[config.mk]
export PLATFORM = sky130hd
export DESIGN_NAME = quadrature_knob_speed_setting
export DESIGN_NICKNAME = d
export VERILOG_FILES = /design/src/hdl/qks_pkg.sv /design/src/hdl/quadrature_knob_speed_setting.sv /design/src/hdl/qks_step.sv
export SDC_FILE = /design/constraint.sdc
export NUM_CORES = 1
export LEC_CHECK = 0
export BUFFER_PORTS_ARGS = -buffer_cell sky130_fd_sc_hd__buf_2
export CORE_ASPECT_RATIO = 0.9
export CORE_MARGIN = 5
export CORE_UTILIZATION = 40
export CTS_BUF_LIST = sky130_fd_sc_hd__clkbuf_4
export DETAILED_ROUTE_END_ITERATION = 10
export HOLD_SLACK_MARGIN = 0.08
export PLACE_DENSITY = 0.52
export SLEW_MARGIN = 0
export SYNTH_ARGS = -nofsm -noshare
export SYNTH_HDL_FRONTEND = slang
export SYNTH_SLANG_ARGS = --single-unit
[constraint.sdc]
create_clock -name clk -period 19.75 [get_ports clk]
set_input_delay 0.9875 -clock clk [delete_from_list [all_inputs] [get_ports clk]]
set_output_delay 0.9875 -clock clk [all_outputs]
set_load 0.1 [all_outputs]
[src/hdl/qks_pkg.sv]
// qks_pkg: shared types and constants of the quadrature knob speed setting block
package qks_pkg;

  // item kinds
  typedef enum logic {
    OP_PINS   = 1'b0,
    OP_BUTTON = 1'b1
  } op_t;

  // configuration register indexes
  typedef enum logic [1:0] {
    CFG_FAST_WINDOW = 2'd0,
    CFG_FAST_STEP   = 2'd1,
    CFG_DUTY_FLOOR  = 2'd2
  } cfg_reg_t;

  localparam int CFG_DATA_W = 32;
  localparam int CFG_IDX_W  = 2;

  // configuration reset values
  localparam logic [31:0] FAST_WINDOW_RESET = 32'd25000;
  localparam logic [7:0]  FAST_STEP_RESET   = 8'd10;
  localparam logic [7:0]  DUTY_FLOOR_RESET  = 8'd55;

  // speed limits and duty full scale
  localparam logic [7:0] SPEED_MIN   = 8'd40;
  localparam logic [7:0] SPEED_MAX   = 8'd200;
  localparam logic [7:0] SPEED_RESET = 8'd100;
  localparam logic [7:0] DUTY_MAX    = 8'd255;

  // sub-step count limit per detent
  localparam logic signed [3:0] SUBSTEP_LIMIT = 4'sd3;

  // idle level of both encoder pins
  localparam logic [1:0] PINS_RESET = 2'b11;

  // reciprocal of 5 for the speed span of 160 = 32 * 5
  localparam logic [15:0] RECIP5       = 16'd52429;
  localparam int          RECIP5_SHIFT = 18;

  // quadrature transition table, index {previous pins, current pins}
  localparam logic signed [1:0] QUAD_TABLE [16] = '{
    2'sd0, -2'sd1, 2'sd1, 2'sd0, 2'sd1, 2'sd0, 2'sd0, -2'sd1,
    -2'sd1, 2'sd0, 2'sd0, 2'sd1, 2'sd0, 2'sd1, -2'sd1, 2'sd0
  };

  // knob control state
  typedef struct packed {
    logic              unlock;
    logic              held;
    logic [1:0]        prev_pins;
    logic signed [3:0] substep;
    logic [7:0]        speed;
  } knob_state_t;

  // detent taken by one sample
  typedef struct packed {
    logic up;
    logic down;
  } detent_t;

endpackage

[src/hdl/quadrature_knob_speed_setting.sv]
// quadrature_knob_speed_setting: rotary knob speed setting with lock and acceleration
//
// Input channel (in_valid/in_ready) carries one sample per transaction: op selects
// an encoder pin sample (pin_a, pin_b) or a button sample (button_down); time_us
// is the sample's microsecond timestamp. Every input transaction yields exactly
// one output transaction (out_valid/out_ready) with speed_setting, fan_duty and
// unlocked after that sample.
// The block is a three-register pipeline: input register, state update into a
// stage register that also holds the speed-times-slope product, then the output
// register where the product is divided by 160 with a reciprocal multiply.
// One transaction per cycle is sustained while out_ready stays high; the knob state
// update is combinational and is committed as each sample leaves the input register.
// A stalled receiver holds the output register; the stages behind it keep
// filling, and in_ready drops once all three are full.
// Synchronous reset empties the pipeline, locks the knob, sets speed to 100 and
// loads the configuration defaults (window 25000 us, fast step 10, duty floor 55).
// The cfg port writes fast_window_us, fast_step, duty_floor at indexes 0..2.
module quadrature_knob_speed_setting #(
  parameter int TIME_WIDTH = 32
) (
  input  logic                           clk,
  input  logic                           rst,
  input  logic                           cfg_write,
  input  logic [qks_pkg::CFG_IDX_W-1:0]  cfg_index,
  input  logic [qks_pkg::CFG_DATA_W-1:0] cfg_data,
  input  logic                           in_valid,
  output logic                           in_ready,
  input  logic                           op,
  input  logic                           pin_a,
  input  logic                           pin_b,
  input  logic                           button_down,
  input  logic [31:0]                    time_us,
  output logic                           out_valid,
  input  logic                           out_ready,
  output logic [7:0]                     speed_setting,
  output logic [7:0]                     fan_duty,
  output logic                           unlocked
);

  localparam int CMP_W = (TIME_WIDTH > 32) ? TIME_WIDTH : 32;

  // configuration registers
  logic [31:0] fast_window_us;
  logic [7:0]  fast_step;
  logic [7:0]  duty_floor;

  // knob state
  qks_pkg::knob_state_t  state;
  qks_pkg::knob_state_t  state_next;
  qks_pkg::detent_t      detent;
  logic [TIME_WIDTH-1:0] last_up_time;
  logic [TIME_WIDTH-1:0] last_down_time;

  // input register
  logic        v0;
  logic        op0;
  logic        a0;
  logic        b0;
  logic        btn0;
  logic [31:0] time0;

  // middle stage
  logic        v1;
  logic [7:0]  speed1;
  logic        unlock1;
  logic [15:0] prod1;

  logic                  adv0;
  logic                  adv1;
  logic                  rdy1;
  logic [CMP_W-1:0]      time_ext;
  logic [TIME_WIDTH-1:0] now;
  logic [7:0]            speed_off;
  logic [7:0]            slope;
  logic [15:0]           prod_next;
  logic [10:0]           prod_div32;
  logic [26:0]           recip_prod;
  logic [7:0]            duty_quot;

  // pipeline flow control
  assign adv1     = v1 && (!out_valid || out_ready);
  assign rdy1     = !v1 || adv1;
  assign adv0     = v0 && rdy1;
  assign in_ready = !v0 || adv0;

  // timestamp taken modulo 2^TIME_WIDTH
  assign time_ext = CMP_W'(time0);
  assign now      = time_ext[TIME_WIDTH-1:0];

  qks_step #(
    .TIME_WIDTH(TIME_WIDTH)
  ) u_step (
    .state          (state),
    .op             (op0),
    .pin_a          (a0),
    .pin_b          (b0),
    .button_down    (btn0),
    .now            (now),
    .last_up_time   (last_up_time),
    .last_down_time (last_down_time),
    .fast_window_us (fast_window_us),
    .fast_step      (fast_step),
    .state_next     (state_next),
    .detent         (detent)
  );

  // duty numerator: (speed - min) * (full scale - floor)
  assign speed_off = state_next.speed - qks_pkg::SPEED_MIN;
  assign slope     = qks_pkg::DUTY_MAX - duty_floor;
  assign prod_next = 16'(speed_off) * 16'(slope);

  // divide by 160: shift by 5, then multiply by the reciprocal of 5
  assign prod_div32 = prod1[15:5];
  assign recip_prod = 27'(prod_div32) * 27'(qks_pkg::RECIP5);
  assign duty_quot  = recip_prod[qks_pkg::RECIP5_SHIFT +: 8];

  // configuration writes
  always_ff @(posedge clk) begin
    if (rst) begin
      fast_window_us <= qks_pkg::FAST_WINDOW_RESET;
      fast_step      <= qks_pkg::FAST_STEP_RESET;
      duty_floor     <= qks_pkg::DUTY_FLOOR_RESET;
    end else if (cfg_write) begin
      case (cfg_index)
        qks_pkg::CFG_FAST_WINDOW: fast_window_us <= cfg_data;
        qks_pkg::CFG_FAST_STEP:   fast_step      <= cfg_data[7:0];
        qks_pkg::CFG_DUTY_FLOOR:  duty_floor     <= cfg_data[7:0];
        default: ;
      endcase
    end
  end

  // knob state commit
  always_ff @(posedge clk) begin
    if (rst) begin
      state.unlock    <= 1'b0;
      state.held      <= 1'b0;
      state.prev_pins <= qks_pkg::PINS_RESET;
      state.substep   <= 4'sd0;
      state.speed     <= qks_pkg::SPEED_RESET;
      last_up_time    <= '0;
      last_down_time  <= '0;
    end else if (adv0) begin
      state <= state_next;
      if (detent.up) begin
        last_up_time <= now;
      end
      if (detent.down) begin
        last_down_time <= now;
      end
    end
  end

  // valid bits
  always_ff @(posedge clk) begin
    if (rst) begin
      v0        <= 1'b0;
      v1        <= 1'b0;
      out_valid <= 1'b0;
    end else begin
      if (in_ready) begin
        v0 <= in_valid;
      end
      if (rdy1) begin
        v1 <= adv0;
      end
      if (!out_valid || out_ready) begin
        out_valid <= adv1;
      end
    end
  end

  // payload registers
  always_ff @(posedge clk) begin
    if (in_valid && in_ready) begin
      op0   <= op;
      a0    <= pin_a;
      b0    <= pin_b;
      btn0  <= button_down;
      time0 <= time_us;
    end
    if (adv0) begin
      speed1  <= state_next.speed;
      unlock1 <= state_next.unlock;
      prod1   <= prod_next;
    end
    if (adv1) begin
      speed_setting <= speed1;
      unlocked      <= unlock1;
      fan_duty      <= duty_floor + duty_quot;
    end
  end

`ifndef SYNTHESIS
  // speed register stays inside the clamp range
  a_speed_range: assert property (@(posedge clk) disable iff (rst)
    state.speed >= qks_pkg::SPEED_MIN && state.speed <= qks_pkg::SPEED_MAX)
    else $error("speed state out of range");

  // sub-step count stays within one detent between samples
  a_substep_range: assert property (@(posedge clk) disable iff (rst)
    state.substep <= qks_pkg::SUBSTEP_LIMIT && state.substep >= -qks_pkg::SUBSTEP_LIMIT)
    else $error("sub-step count out of range");

  // a pin sample on a locked knob leaves the knob state alone
  a_locked_ignores: assert property (@(posedge clk) disable iff (rst)
    adv0 && op0 == qks_pkg::OP_PINS && !state.unlock |=>
      $stable(state.prev_pins) && $stable(state.speed) && $stable(state.substep))
    else $error("locked knob changed state");
`endif

endmodule

[src/hdl/qks_step.sv]
// qks_step: next-state logic for one knob or button sample
module qks_step #(
  parameter int TIME_WIDTH = 32
) (
  input  qks_pkg::knob_state_t  state,
  input  logic                  op,
  input  logic                  pin_a,
  input  logic                  pin_b,
  input  logic                  button_down,
  input  logic [TIME_WIDTH-1:0] now,
  input  logic [TIME_WIDTH-1:0] last_up_time,
  input  logic [TIME_WIDTH-1:0] last_down_time,
  input  logic [31:0]           fast_window_us,
  input  logic [7:0]            fast_step,
  output qks_pkg::knob_state_t  state_next,
  output qks_pkg::detent_t      detent
);

  localparam int CMP_W = (TIME_WIDTH > 32) ? TIME_WIDTH : 32;

  logic [1:0]            cur_pins;
  logic [3:0]            tbl_idx;
  logic signed [1:0]     tbl_val;
  logic signed [3:0]     substep_sum;
  logic [TIME_WIDTH-1:0] last_time;
  logic [TIME_WIDTH-1:0] elapsed;
  logic                  fast;
  logic [7:0]            step;
  logic signed [9:0]     speed_sum;
  logic [7:0]            speed_clamped;

  // quadrature decode
  assign cur_pins    = {pin_a, pin_b};
  assign tbl_idx     = {state.prev_pins, cur_pins};
  assign tbl_val     = qks_pkg::QUAD_TABLE[tbl_idx];
  assign substep_sum = state.substep + {{2{tbl_val[1]}}, tbl_val};

  // acceleration: same direction within the window
  always_comb begin
    last_time = detent.up ? last_up_time : last_down_time;
    elapsed   = now - last_time;
    fast      = CMP_W'(elapsed) < CMP_W'(fast_window_us);
    step      = fast ? fast_step : 8'd1;
    if (detent.up) begin
      speed_sum = $signed({2'b00, state.speed}) + $signed({2'b00, step});
    end else begin
      speed_sum = $signed({2'b00, state.speed}) - $signed({2'b00, step});
    end
    if (speed_sum < $signed({2'b00, qks_pkg::SPEED_MIN})) begin
      speed_clamped = qks_pkg::SPEED_MIN;
    end else if (speed_sum > $signed({2'b00, qks_pkg::SPEED_MAX})) begin
      speed_clamped = qks_pkg::SPEED_MAX;
    end else begin
      speed_clamped = speed_sum[7:0];
    end
  end

  // state update
  always_comb begin
    state_next  = state;
    detent.up   = 1'b0;
    detent.down = 1'b0;
    if (op == qks_pkg::OP_BUTTON) begin
      if (button_down && !state.held) begin
        state_next.held   = 1'b1;
        state_next.unlock = !state.unlock;
      end else if (!button_down) begin
        state_next.held = 1'b0;
      end
    end else if (state.unlock) begin
      state_next.prev_pins = cur_pins;
      if (substep_sum > qks_pkg::SUBSTEP_LIMIT) begin
        detent.up          = 1'b1;
        state_next.substep = 4'sd0;
      end else if (substep_sum < -qks_pkg::SUBSTEP_LIMIT) begin
        detent.down        = 1'b1;
        state_next.substep = 4'sd0;
      end else begin
        state_next.substep = substep_sum;
      end
    end
    if (detent.up || detent.down) begin
      state_next.speed = speed_clamped;
    end
  end

endmodule
Yosys cells after proc, flatten, opt, wreduce, memory -nomap -nowiden:

Memory sizes are Yosys's and may differ from the RTL's.
Index checks and enable logic that the tools add are counted.

* bitwise gates (word level): 2
* $add $sub $neg: 7
* magnitude comparators: 6
* reductions and logical operators: 21
* mux-type cells: 19
* multiply operators: 2
* equal/unequal tests: 3

Operators with widths (number)
* $lt 32x32->1: 1
* $mux 32: 1
* $mux 8: 4
* $sub 32x32->32: 1
* $mul 11x16->26 const B: 1
* $mul 8x8->16: 1
* $gt 10x9->1 const B: 1
* $lt 10x7->1 const B: 1
* $mux 10: 1
* $mux 2: 5
* $reduce_and 2->1: 5
* $add 8x8->9: 1
* $sub 8x8->9: 1
* $add 8x8->8: 1
* $mux 4: 2
* $sub 8x6->8 const B: 1
* $sub 8x8->8 const A: 1
* $mux 1: 6
* $reduce_and 3->1: 2
* $ge 5x5->1 const B: 1
* $logic_not 1->1: 5
* $not 4->5: 1
* $add 4x4->4: 1
* $gt 4x3->1 const B: 1
* other kinds (8): 14

* register bits: 209
* input port bits: 75
* memories: 1
* ROM bits: 32

Memories
* (no name shown): words 16, width 2, rd ports 1, clocked after memory_dff 0, wr ports 0, line qks_step.sv:35 `assign tbl_val = qks_pkg::QUAD_TABLE[tbl_idx];`

Depth between registers and ports, before layout:

Gate-level depths: netlist (run 1).

* depth after elaboration: 22
* mapped depth: 76
* depth with buffers taken out: 72

Modules after synthesis:

From an unflattened synthesis (run 1), not the netlist that was laid out.

* cell total of the unflattened synthesis: 1717
* area, all modules: 15434.8 µm²

By module, submodules not included
* quadrature_knob_speed_setting: cells an instance 1140, area an instance 11277.1 µm², seq. area each 4814.6 µm², instances 1
* qks_step: cells an instance 577, area an instance 4157.7 µm², seq. area each 0.0 µm², instances 1

Worst setup path after synthesis (run 1):

No wires, ideal clock.

* kind: flip-flop to flip-flop
* start point: reg a0
* end point: reg prod1[15], data pin
* required time: 19.615 ns
* stages on the path, launching flop included: 71
* path slack: 5.190 ns
* arrival time: 14.426 ns
* library setup time: 0.135 ns
* path buffers: 5
* cells stage by stage: edfxtp_1 inv_1 ha_1 mux4_2 ha_1 a21o_1 a21oi_1 xor3_1 inv_2 buf_6 nor2_4 buf_1 mux2i_1 ha_1 o21ai_0 a21boi_0 o21ai_0 a311oi_1 [... 35 more ...] inv_1 xnor2_1 or2_2 fa_1 inv_1 fa_1 fa_1 inv_1 fa_1 inv_1 ha_1 o21a_1 o21ai_0 a21oi_1 o21ai_1 a21oi_1 or4_1 nand3_1

RTL lines
* start, declared: line quadrature_knob_speed_setting.sv:57 `logic a0;`
* start signal, assigned: line quadrature_knob_speed_setting.sv:177 `a0 <= pin_a;`
* end signal, assigned: line quadrature_knob_speed_setting.sv:185 `prod1 <= prod_next;`
* end, declared: line quadrature_knob_speed_setting.sv:66 `logic [15:0] prod1;`

Worst setup path in the final report (run 1):

* start point: reg a0
* end point: reg prod1[15], data pin

* cells in the longest elaborated chain, start to end: 21
* elaborated cells on any way between the ends: 27
* those cells by class: add/sub (5); mul (1); order compare (5); mux (13); bitwise (1); reduce/logical (1); memory (1)

Ends and longest elaborated chain
* $not 4->5 (implied by the code) (*): line qks_step.sv:35
* $mem_v2 16x2 (*)
* $mux 2 (implied by the code) (*) (2 in a row): line qks_step.sv:35
* $add 4x4->4 (*): line qks_step.sv:36 `assign substep_sum = state.substep + {{2{tbl_val[1]}}, tbl_val};`
* $gt 4x3->1: line qks_step.sv:72 `if (substep_sum > qks_pkg::SUBSTEP_LIMIT) begin`
* $mux 1: line qks_step.sv:72
* $mux 2 (*): line qks_step.sv:70 `end else if (state.unlock) begin`
* $mux 2 (*): line qks_step.sv:63 `if (op == qks_pkg::OP_BUTTON) begin`
* [... 5 more ...]
* $mux 10: line qks_step.sv:44 `if (detent.up) begin`
* $gt 10x9->1: line qks_step.sv:51 `end else if (speed_sum > $signed({2'b00, qks_pkg::SPEED_MAX})) begin`
* $mux 8: line qks_step.sv:51
* $mux 8: line qks_step.sv:49 `if (speed_sum < $signed({2'b00, qks_pkg::SPEED_MIN})) begin`
* $mux 8 (*): line qks_step.sv:82 `if (detent.up || detent.down) begin`
* $sub 8x6->8 (*): line quadrature_knob_speed_setting.sv:108 `assign speed_off = state_next.speed - qks_pkg::SPEED_MIN;`
* $mul 8x8->16 (*): line quadrature_knob_speed_setting.sv:110 `assign prod_next = 16'(speed_off) * 16'(slope);`
* via prod_next[15]: line quadrature_knob_speed_setting.sv:75 `logic [15:0] prod_next;`

The timed path passes the listed nets; every way through them passes the cells marked *. The select of a mux whose other input is x is not followed.
A chain may end at the register's enable or synchronous reset.

==> results of run 1 <==
## metal layers
metal	track usage	wire, um	part of all wire
met3	0.0305	1550	0.042
met1	0.256	18700	0.50
met5	0	0	0
met2	0.280	16400	0.44
met4	0.0401	508	0.014
## final cells by class
type                    count  area, um2  share of cell area
diodes                      1       2.50            0.000148
clock buffers              94        706              0.0418
clock inverters            14       63.8             0.00378
inverters                 187        702              0.0416
multi-input cells        1235       9450               0.560
flip-flops and latches    204       4810               0.285
well taps                 483        604              0.0358
repair buffers            102        536              0.0317
## worst max path at each step
stage	start	endpoint	slack (ns)	cells after the start
2_1_floorplan	a0	prod1[15]	5.19	70
4_1_cts	a0	prod1[15]	2.76	69
6_report	a0	prod1[15]	2.59	69
3_3_place_gp	a0	prod1[15]	3.12	69
5_1_grt	a0	prod1[15]	1.13	69
3_5_place_dp	a0	prod1[15]	2.86	69
## kinds of logic (layout without fill, tap and decap cells)
family                     after synthesis  in the layout
buffers and inverters                  247            397
and+or+nand+nor                        532            532
adders and majority gates              274            274
AOI/OAI and AO/OA                      329            329
muxes                                   39             39
xor gates and xnor gates                61             61
DFF                                    204            204
other                                    0              1
## state kept, by name, indices dropped and copies added (netlist names), 11 cells and up
| signal | count |
|---|---|
| last_down_time | 32 |
| fast_window_us | 32 |
| prod1 | 11 |
| now | 32 |
| state | 16 |
| last_up_time | 32 |
## critical path, delay by kind of cell (launching register included)
kind,cells,cell delay [ns]
mux,1,0.52
fa+ha+maj,11,3.94
flops,1,0.38
compound gates,27,6.71
xor+xnor,3,1.19
simple gates,17,2.91
buf+inv,10,1.32
## placed cells by master, fill, tap and decap left out, types with 5 or more instances in the layout
master	netlist	routed
a211o_1	12	12
a211oi_1	8	8
a21boi_0	5	5
a21o_1	20	20
a21oi_1	158	158
a31oi_1	9	8
and2_1	8	7
and3_1	7	7
buf_2	2	92
buf_4	0	10
clkbuf_4	0	94
clkinv_1	0	11
dfxtp_1	131	131
edfxtp_1	73	73
fa_1	78	78
ha_1	196	196
inv_1	186	186
mux2i_1	38	38
nand2_1	250	249
nand2b_1	18	18
nand3_1	18	18
nand3b_1	12	12
nand4_1	9	9
nor2_1	121	121
nor2b_1	13	13
nor3_1	22	21
o211ai_1	5	5
o21a_1	12	12
o21ai_0	40	40
o21bai_1	9	9
or2_2	27	27
or3_1	6	6
xnor2_1	46	46
xor2_1	13	13
## per-stage QoR
step,cell area [um2],setup WS (ns),util,std cells,hold WS [ns]
floorplan,15200,5.19,-,1686,0.400
global route,16900,1.13,0.451,2320,0.358
global placement,16100,3.12,0.431,2211,0.400
detailed placement,16100,2.86,0.431,2211,0.405
finish,16900,2.59,0.451,2320,0.415
CTS,16900,2.76,0.451,2319,0.352
==> impl_metrics.tcl, run 1 <==
set metrics [dict create \
    tns_ns 0 \
    post-route-min-period_ns 17.16 \
    yosysSeqAreaShare 0.318 \
    cap_violations 0 \
    grt_start_max_net_pins 83 \
    synthDistinctLibCells 74 \
    synth.avg_cell_area_um2 8.99 \
    synthesis.instances 1686 \
    yosys_most_used_dff "dfxtp_1" \
    routed_wirelength_um 37200 \
    worst_path_most_repeated_cell "inv_1" \
    hold_start "speed1[0]" \
    dieHeight_um 195 \
    drtIter0Drc 636 \
    synthArstFlopShare 0 \
    flops_latches_synth 204 \
    cp_slowest_stage_delay_ns 0.75 \
    dieArea_um2 41900 \
    whs_path_depth 0 \
    grt_pass1_wl_um 61700 \
    clk_latency_ns 0.72 \
    setup_viol_count_final 0 \
    timing.hold.worst_endpoint "speed_setting[0]" \
    clock_path_buffers 3 \
    number_of_global_route_vias_before_repair 12013 \
    muxShareOfSynthArea 0.0266 \
    min_path_type "reg -> reg" \
    start_util 0.406 \
    cts_post_setup_buffers_inserted 0 \
    detail_route.wl_per_cell_um 16.1 \
    cts-htree-levels 2 \
    detail_route.first_pass.iterations 5 \
    cts.clk_slew.worst_paths_ns 0.06 \
    syn-cell-area_um2 15200 \
    timing.critical_path.arrival_ns 17.73 \
    cts_buffers 57 \
    worstRegToRegCells 69 \
    antenna_found_initial 1 \
    die-width_um 215 \
    critPathRequiredTime_ns 20.32 \
    clock_sinks 204 \
    clock_tree.root_cell "clkbuf_4" \
    floorplan.io_pins 94 \
    worst-path-max-fanout 32 \
    via_count 11794 \
    globalRoute.totalOverflow 0 \
    regToRegSetupSlack_ns 2.59 \
    flow.area_growth_from_synthesis_pct 11.3 \
    terminus_of_the_critical_flop_to_flop_path "prod1[15]" \
    yosysWarningCount 0 \
    layout-drive-gt1-share 0.133 \
    drc_errors 0 \
    rows 67 \
    vias_per_cell 5.08 \
    synth_enable_flop_cells 73 \
    post_layout_net_count 2136 \
    globalRouteTotalUtil 0.177 \
    detailed_place_hpwl_um 28100 \
    run_status "finished clean" \
    cts_tree "yes" \
    unrepaired_setup_endpoints_after_global_routing "false" \
    yosys.area.top_type_share 0.173 \
    worst_slew_margin_rel 0.379 \
    numPortBuffers 93 \
    dominant_combinational_cell_family_by_area_after_synthesis "adder cells" \
    worst_r2r_startpoint "a0" \
    synthesized_netlist_net_count 2035 \
    synth_commonest_cells "nand2_1, ha_1, inv_1, a21oi_1, dfxtp_1" \
    holdBufCountCts 0 \
    pins_over_slew_limit 0 \
    synth_xor_area_frac 0.0367 \
    synthAdderAreaFrac 0.265 \
    ant_nets 0 \
    final_wtd_congestion 0.833 \
    core_region_area_um2 37400 \
    synth.top_cells.by_area "dfxtp_1, ha_1, edfxtp_1, fa_1, nand2_1" \
    post_cts.resized_instances 0 \
    critical_path.slowest_cell "o41ai_1" \
    num-fill-cells 3706 \
    finalHoldViolations 0 \
    synth_compound_area_frac 0.135 \
    finClkSkew_ns 0.0324 \
    post_synth_and_or_nand_nor_area_fraction 0.158 \
    worstSetupEndpointType "flop" \
    worst-slew-pin-transition_ns 0.932 \
    min_period_over_period 0.869 \
    synth.most_common_cell "nand2_1" \
    maxClockFrequency_mhz 58.3 \
    largest_area_contributor_in_the_netlist "dfxtp_1" \
    startpoint_type "flop" \
    timing.setup.critical_path_class "reg -> reg" \
]
Power of run 1 is left out: the tool's default activity adds up to more than one toggle a clock period on the data nets, which glitch-free logic cannot reach.
==> inputs of run 2 (changes only) <==
Settings changed: CORE_MARGIN 5 to 2.
==> impl_metrics.tcl, run 2 (same netlist as run 1, synthesis figures left out) <==
set metrics [dict create \
    ant_nets 0 \
    drc_errors 0 \
    final_wtd_congestion 0.833 \
    min_path_type "reg -> reg" \
    startpoint_type "flop" \
    number_of_global_route_vias_before_repair 11695 \
    post-place-ws_ns 2.76 \
    use_met2 0.304 \
    pins_over_slew_limit 0 \
    worst-slew-pin-transition_ns 1.05 \
    grt_start_max_net_pins 98 \
    timing.setup.critical_path_class "reg -> reg" \
    drtIter0Drc 638 \
    critical_path.slowest_cell "o41ai_1" \
    post_cts.resized_instances 0 \
    worst-path-max-fanout 32 \
    detail_route.first_pass.iterations 5 \
    detail_route.wl_per_cell_um 15.9 \
    clock_tree.root_cell "clkbuf_4" \
    die-width_um 209 \
    min_period_over_period 0.853 \
    grt.met3_usage 0.0328 \
    cts-htree-levels 2 \
    numPortBuffers 93 \
    vias_per_cell 5.04 \
    floorplan.io_pins 94 \
    cp_slowest_stage_delay_ns 0.71 \
    cpLargestDelayFamily "compound AO/OA/AOI/OAI gates" \
    clock_sinks 204 \
    worstSetupEndpointType "flop" \
    detailed_place_hpwl_um 27600 \
    timing.critical_path.arrival_ns 17.40 \
    start_util 0.406 \
    post_layout_net_count 2135 \
    cts.clk_slew.worst_paths_ns 0.07 \
    maxClockFrequency_mhz 59.3 \
    cts_buffers 55 \
    grt_util_met1 0.273 \
    worst_slew_margin_rel 0.298 \
    clk_latency_ns 0.72 \
    finClkSkew_ns 0.0467 \
    final_cell_mix "nand2_1, ha_1, inv_1, a21oi_1, dfxtp_1" \
    clock_path_buffers 3 \
    worst_path_most_repeated_cell "a21oi_1" \
    layoutNonFillerInstCount 2314 \
    cap_violations 0 \
    layout_commonest_cell "nand2_1" \
    flow.area_growth_from_synthesis_pct 11.2 \
    worstRegToRegCells 69 \
    globalRoute.totalOverflow 0 \
    core_region_area_um2 37300 \
    grt_pass1_wl_um 61100 \
    post-route-min-period_ns 16.86 \
    tns_ns 0 \
    routed_wirelength_um 36700 \
    whs_path_depth 0 \
    critPathRequiredTime_ns 20.29 \
    final_critical_path_setup_slack_ns 2.89 \
    worst-path-buf-inv 9 \
    dieArea_um2 39500 \
    via_count 11657 \
    cp_num_cells 69 \
    place.detailed.instances 2211 \
    globalRouteTotalUtil 0.192 \
    finalHoldViolations 0 \
    dieHeight_um 189 \
    setup_viol_count_final 0 \
    rows 67 \
    layout-drive-gt1-share 0.132 \
    cts_post_setup_buffers_inserted 0 \
    holdBufCountCts 0 \
    worst_hold_slack_ns 0.406 \
    antenna_found_initial 2 \
    cts_tree "yes" \
    unrepaired_setup_endpoints_after_global_routing "false" \
    run_status "finished clean" \
    globalRoute.busiestLayer "met2" \
]
==> run 2: path summary, 6_finish.rpt <==
| path | slack [ns] | to | startpoint |
|---|---|---|---|
| setup reg to reg | 2.89 | prod1[15] | a0 |
| hold reg to reg | 0.41 | speed_setting[2] | speed1[2] |
| hold / removal | 0.41 | speed_setting[2] | speed1[2] |
| setup / recovery | 2.89 | prod1[15] | a0 |
==> run 2: through the flow <==
stage,area [um2],utilization
5_1_grt,16900,0.452
3_3_place_gp,16100,0.432
3_5_place_dp,16100,0.432
4_1_cts,16900,0.452
6_report,16900,0.452
2_1_floorplan,15200,-
==> run 2: cell type report <==
type                            count  area, um2
Fill cell                        3681      20400
Sequential cell                   204       4810
Inverter                          187        702
Timing Repair Buffer              103        543
Clock buffer                       89        668
Clock inverter                     12       82.6
Tap cell                          483        604
Antenna cell                        1       2.50
Multi-Input combinational cell   1235       9450
==> run 2: layer usage <==
layer	up-vias	routed length (um)
met4	2	587
met2	249	16300
li1	5943	-
met3	50	1680
met5	-	13
met1	5413	18100
Power of run 2 is left out for the same reason.
